## src/sv/stc_pkg.sv

```systemverilog
// ----------------------------------------------------------------------------
// stc_pkg
// Shared types and constants of the sorted table core: beat layouts,
// operation and status codes, and the control that drives the cell chain.
// ----------------------------------------------------------------------------
package stc_pkg;

    localparam int MAX_RESULTS = 64;

    typedef enum logic [1:0] {
        KIND_INSERT = 2'd0,
        KIND_SEARCH = 2'd1,
        KIND_REMOVE = 2'd2,
        KIND_DUMP   = 2'd3
    } t_kind;

    typedef enum logic [1:0] {
        STAT_OK        = 2'd0,
        STAT_NOT_FOUND = 2'd1,
        STAT_FULL      = 2'd2,
        STAT_EMPTY     = 2'd3
    } t_status;

    // register index of the configuration space
    localparam logic CFG_IDX_CAPACITY = 1'b0;
    localparam logic [6:0] CAPACITY_RESET = 7'd64;

    typedef struct packed {
        t_kind              kind;
        logic signed [31:0] value;
    } t_in_beat;

    typedef struct packed {
        t_status            status;
        logic [5:0]         position;
        logic signed [31:0] entry_value;
        logic [6:0]         entry_count;
        logic               last;
    } t_out_beat;

    typedef enum logic [1:0] {
        CELL_HOLD   = 2'd0,
        CELL_INSERT = 2'd1,
        CELL_REMOVE = 2'd2,
        CELL_ROTATE = 2'd3
    } t_cell_op;

    typedef struct packed {
        t_cell_op           op;
        logic signed [31:0] value;
    } t_cell_ctrl;

    typedef struct packed {
        logic above;     // empty, or holds a value greater than the operand
        logic at_after;  // held, and value not below the operand
        logic equal;     // held, and value equals the operand
    } t_cell_flags;

endpackage

```

## src/sv/stc_cell.sv

```systemverilog
// ----------------------------------------------------------------------------
// stc_cell
// One slot of the sorted chain: holds a value, compares it with the broadcast
// operand and takes its own, either neighbor's, the operand or the head's value.
// ----------------------------------------------------------------------------
module stc_cell (
    input  logic                     i_clk,
    input  stc_pkg::t_cell_ctrl      i_ctrl,
    input  logic                     i_valid,
    input  logic                     i_wrap,
    input  logic                     i_left_above,
    input  logic signed [31:0]       i_left_val,
    input  logic signed [31:0]       i_right_val,
    input  logic signed [31:0]       i_wrap_val,
    output stc_pkg::t_cell_flags     o_flags,
    output logic signed [31:0]       o_val
);
    import stc_pkg::*;

    logic signed [31:0] r_val;
    logic signed [31:0] n_val;

    assign o_flags.above    = !i_valid || (r_val > i_ctrl.value);
    assign o_flags.at_after = i_valid && (r_val >= i_ctrl.value);
    assign o_flags.equal    = i_valid && (r_val == i_ctrl.value);
    assign o_val            = r_val;

    always_comb begin
        n_val = r_val;
        case (i_ctrl.op)
            CELL_INSERT: begin
                // cells at or above the insert point move up one slot
                if (o_flags.above) begin
                    n_val = i_left_above ? i_left_val : i_ctrl.value;
                end
            end
            CELL_REMOVE: begin
                if (o_flags.at_after) begin
                    n_val = i_right_val;
                end
            end
            CELL_ROTATE: begin
                // rotate held entries left, head goes to the last held slot
                if (i_wrap) begin
                    n_val = i_wrap_val;
                end else if (i_valid) begin
                    n_val = i_right_val;
                end
            end
            default: begin
                n_val = r_val;
            end
        endcase
    end

    always_ff @(posedge i_clk) begin
        r_val <= n_val;
    end

endmodule

```

## config.mk

```make
export PLATFORM = sky130hd
export DESIGN_NAME = stc_cell
export DESIGN_NICKNAME = d
export VERILOG_FILES = /design/src/sv/stc_pkg.sv /design/src/sv/stc_cell.sv
export SDC_FILE = /design/constraint.sdc
export NUM_CORES = 1
export LEC_CHECK = 0
export BUFFER_PORTS_ARGS = -buffer_cell sky130_fd_sc_hd__buf_2
export CAP_MARGIN = 5
export CORE_ASPECT_RATIO = 1.75
export CORE_MARGIN = 2
export CORE_UTILIZATION = 40
export DETAILED_ROUTE_END_ITERATION = 6
export PLACE_DENSITY = 0.78
export SLEW_MARGIN = 10
export SYNTH_ARGS = -nofsm -noshare
export SYNTH_HDL_FRONTEND = slang
export SYNTH_SLANG_ARGS = --single-unit
export TNS_END_PERCENT = 20
```

## constraint.sdc

```tcl
create_clock -name i_clk -period 3.61 [get_ports i_clk]
set_input_delay 0 -clock i_clk [delete_from_list [all_inputs] [get_ports i_clk]]
set_output_delay 0 -clock i_clk [all_outputs]
set_load 0.03 [all_outputs]
```

==> qor.yml, run 1 <==
end_kind: "flip-flop"
io_pins: 169
grt_pass1_wl_um: 13200
power.leakage_nw: 2.10
cts_sinks: 32
hold_path.startpoint: "i_right_val[7]"
synth_edf_count: 32
avgSynthCellArea_um2: 9.29
vdd_drop_max_uv: 281
start_util_pct: 40.5
clkTransAtPathRegs_ns: 0.05
gp_congestion: 0.843
htreeDepth: 2
postCtsResizedCells: 0
dieArea_um2: 7950
rrSetupSlack_ns: 0.78
diodes: 0
rr_startpoint: "o_val[14]"
clock_latency_ns: 0.27
fill_cells: 652
die_height_um: 116
fin_setup_tns_ns: 0
fin_skew_ns: 0.00921
rsz0062_at_grt: "false"
ys_types: 35
fin_util_pct: 55.1
required_ns: 3.51
drv_slew: 0
final_common_cell: "buf_2"
die_w_um: 68.2
clockBufferDepth: 2
min_period_over_period_pct: 78.5
routedWlPerCell_um: 15.6
place_inst: 546
viasPerCell: 5.32
vias: 2948
grt_max_degree: 51
root_buffer: "clkbuf_16"
synth-warning-count: 0
async_reset_ff_share_pct: 0
drtAntennaViolNets: 0
post_dp_cell_area_um2: 3760
tritoncts: "built"
final_cell_mix: "buf_2, a21oi_1, inv_1, and3_1"
antenna_found_initial: 0
track_usage_pct: 22.0
worstReg2RegEnd: "o_val[16]"
holdPathStages: 3
outcome: "finished clean"
rows: 41
final_nets: 633
route.detailed.drc: 0
crit_arrival_ns: 2.73
setup_viol: 0
grt_pass1_vias: 2899
hold_path_class: "input port to flip-flop"
final_area_um2: 3930
hold_viol_final: 0
cp_max_fo: 32
first_iter_violations: 64
drive_gt1_share_pct: 39.5
largest_reg_flops: 32
dp_hpwl_um: 6810
relSlewSlack_pct: 23.2
drt_pass1_iterations: 4
synth_cells: 311
syn-num-nets: 477
area_delta_synth_final_pct: 35.9
fmax_mhz: 353
post_cts_buffers: 0
synth_seq_cells: 32
min_period_ns: 2.83
r2r_cells: 8
holdBufCountCts: 0
portBuffers: 168
final_cells: 554
tightest_slew_ns: 1.15
critPathLaunchType: "flip-flop"
grt.overflow.total: 0
synth_seq_area_share_pct: 33.3
cts_buffers: 5
synth_area_um2: 2890
routed_wl_um: 8620
whs_endpoint: "o_val[7]"
ys.flop_type: "edfxtp_1"
max-cap-violations: 0
core_um2: 7130
worstSetupPathType: "flip-flop to flip-flop"
powerDensity_nw_per_um2: 369
## power by group
| part | total, mW | internal [mW] | switching (mW) |
|---|---|---|---|
| clock | 0.470 | 0.324 | 0.146 |
| combinational | 0.487 | 0.186 | 0.301 |
| sequential | 0.492 | 0.471 | 0.0206 |
| total | 1.45 | 0.981 | 0.467 |
## how the worst max path moves through the flow
stage | to | from | depth (start not counted) | slack, ns
global placement | o_val[12] | o_val[14] | 8 | 0.88
floorplan | o_val[0] | o_val[14] | 8 | 0.47
global route | o_val[16] | o_val[14] | 8 | 0.58
detailed placement | o_val[13] | o_val[14] | 8 | 0.74
finish | o_val[16] | o_val[14] | 8 | 0.78
CTS | o_val[17] | o_val[14] | 8 | 0.73
## layer usage
metal  vias up  track usage [%]  share of wire, %
met5         -                0                 0
met4         0             9.20               2.9
met3        21             2.70               4.8
met2       107             43.2                57
met1      1337             22.2                35
li1       1483                -                 -
## critical path, cell delays in order (launching register included)
cell      delay, ns
edfxtp_1       0.40
ha_1           0.35
nand4_2        0.17
nor4_4         0.34
o21ai_1        0.10
a31oi_1        0.20
o31ai_2        0.12
o21ai_1        0.08
and3_2         0.68
## stage by stage
step                      worst slack [ns]  power, mW  hold WS, ns
after floorplan                      0.470      0.805        0.179
after global placement               0.879      0.975        0.343
after detailed placement             0.740      0.991        0.349
after CTS                            0.733       1.46       0.0669
after global routing                 0.577       1.53       0.0872
final                                0.777       1.45       0.0768
## synth_stat cells, types with 2 or more instances
library cell,count,area share [%]
a21o_1,3,0.78
nor2_1,3,0.39
clkbuf_1,15,1.9
ha_1,32,14
nand4_1,2,0.43
inv_1,34,4.4
a211oi_1,32,8.3
edfxtp_1,32,33
o21ai_1,4,0.69
nand3_1,3,0.52
nand2_1,11,1.4
and3_1,34,7.4
o21ai_0,3,0.52
nor3_1,2,0.35
a21oi_1,46,8.0
buf_2,3,0.52
mux2i_1,32,11
nand4_2,3,1.3
## logic make-up (layout without fill, tap and decap cells)
group / Yosys count / count (layout) / share of synthesized area [%]
AOI/OAI and AO/OA: 95 / 95 / 20.4
and+or+nand+nor: 65 / 65 / 14.0
buffers and inverters: 55 / 212 / 7.41
adders and majority gates: 32 / 32 / 13.9
muxes: 32 / 32 / 11.1
DFF: 32 / 32 / 33.3
## final cells by class
class	instances	area, µm²	area share, %
clock buffers	6	129	3.28
clock inverters	2	35.0	0.892
inverters	35	131	3.35
multi-input cells	224	1720	43.7
flip-flops and latches	32	961	24.5
well taps	86	108	2.74
repair buffers	169	848	21.6
No activity file was read; power rests on OpenSTA's default activity.
==> inputs of run 2 (changes only) <==
- PLACE_DENSITY: 0.78 -> 0.81
- clock period: 3.61 -> 2.5 ns (I/O delays scaled with it)
==> run 2 against run 1 <==
- non-clock buffer count up 7
- cell area is 4.2% higher
- combinational power up 59%
- cell count up 1.3%
- worst hold slack worse by 0.021 ns
- critical endpoint is now o_val[11]
- largest power group is now combinational logic
==> qor.yml, run 2 (synthesis gave the netlist of run 1 again) <==
place_inst: 550
r2r_cells: 9
drt_pass1_iterations: 4
dieArea_um2: 7950
drtAntennaViolNets: 0
final_nets: 640
rows: 41
clkTransAtPathRegs_ns: 0.05
tightest_slew_ns: 0.556
grt.overflow.total: 0
max-cap-violations: 0
track_usage_pct: 22.9
largest_reg_flops: 32
fin_skew_ns: 0.00654
fin_util_pct: 57.4
viasPerCell: 5.43
min_period_ns: 2.38
crit_path_max_incr_delay_ns: 0.43
crit_arrival_ns: 2.37
vias: 3046
grt_pass1_wl_um: 13300
hold_path_class: "input port to flip-flop"
critPathLaunchType: "flip-flop"
clockBufferDepth: 2
end_kind: "flip-flop"
holdPathStages: 3
vdd_drop_max_uv: 380
fin_setup_tns_ns: 0
routed_wl_um: 9190
diodes: 0
setup_viol: 0
route.detailed.drc: 0
rsz0062_at_grt: "true"
fmax_mhz: 420
required_ns: 2.49
grt_max_degree: 37
io_pins: 169
dp_hpwl_um: 7400
powerDensity_nw_per_um2: 507
slowest_stage: "edfxtp_1"
outcome: "finished clean"
die_w_um: 68.2
power.leakage_nw: 2.13
post_dp_cell_area_um2: 3910
crit_path_cell_trace: "ha_4 -> nand4_4 -> nor4_4 -> nand4_2 -> nor2_4 -> nor2_2 -> o21ai_1 -> and3_4 -> buf_12"
cts_sinks: 32
min_period_over_period_pct: 95.3
portBuffers: 168
final_area_um2: 4090
antenna_found_initial: 0
area_delta_synth_final_pct: 41.7
tritoncts: "built"
grt_pass1_vias: 2847
cts_buffers: 5
final_cell_mix: "buf_2, a21oi_1, inv_1, and3_1"
root_buffer: "clkbuf_16"
drive_gt1_share_pct: 42.5
start_util_pct: 40.5
relSlewSlack_pct: 62.9
core_um2: 7130
final_common_cell: "buf_2"
cp_max_fo: 16
clock_latency_ns: 0.28
hold_slack_ns: 0.0555
routedWlPerCell_um: 16.4
worstSetupPathType: "flip-flop to flip-flop"
drv_slew: 0
final_cells: 561
htreeDepth: 2
gp_congestion: 0.863
first_iter_violations: 118
holdBufCountCts: 0
hold_viol_final: 0
die_height_um: 116
-- run 2: layout make-up --
| class | instances | area (µm²) |
|---|---|---|
| Timing Repair Buffer | 176 | 926 |
| Inverter | 35 | 131 |
| Clock buffer | 5 | 125 |
| Sequential cell | 32 | 961 |
| Tap cell | 86 | 108 |
| Clock inverter | 3 | 13.8 |
| Multi-Input combinational cell | 224 | 1830 |
| Fill cell | 639 | 3040 |
-- run 2: layer usage --
layer | global-route usage (%) | vias up | wire (µm) | share of wire, %
met2 | 43.2 | 123 | 5090 | 55
li1 | - | 1501 | - | -
met5 | 0 | - | 0 | 0
met3 | 3.28 | 25 | 518 | 5.6
met1 | 23.2 | 1397 | 3220 | 35
met4 | 11.9 | 0 | 368 | 4.0
-- run 2: what timing repair did --
item                       4_1_cts  5_1_grt
gates resized for setup          0        5
hold endpoints to repair         0        0
setup endpoints to repair        0       34
setup buffers                    0        3
-- run 2: path summary, 6_finish.rpt --
path / startpoint / to / slack (ns)
max: o_val[8] / o_val[11] / 0.12
min: i_right_val[25] / o_val[25] / 0.06
max reg2reg: o_val[8] / o_val[11] / 0.12
min reg2reg: o_val[31] / o_val[17] / 1.38
-- run 2: metrics by stage --
| step | worst slack (ns) | total power [mW] |
|---|---|---|
| 6_report | 0.118 | 2.08 |
| 5_1_grt | -0.0242 | 2.18 |
| 4_1_cts | 0.0978 | 2.08 |
| 3_5_place_dp | 0.0975 | 1.49 |
| 3_3_place_gp | 0.196 | 1.46 |
| 2_1_floorplan | -0.0885 | 1.19 |
-- run 2: power by group --
part,internal (mW),switching [mW],leakage (nW)
sequential,0.679,0.0370,0.306
combinational,0.314,0.459,1.75
clock,0.361,0.226,0.0710
-- run 2: worst max-delay path: cells and delay by family (launching register included) --
kind	cells	cell delay (ns)
AOI/OAI and AO/OA	1	0.14
buffers and inverters	1	0.16
DFF	1	0.43
and+or+nand+nor	6	1.06
adders and majority gates	1	0.31
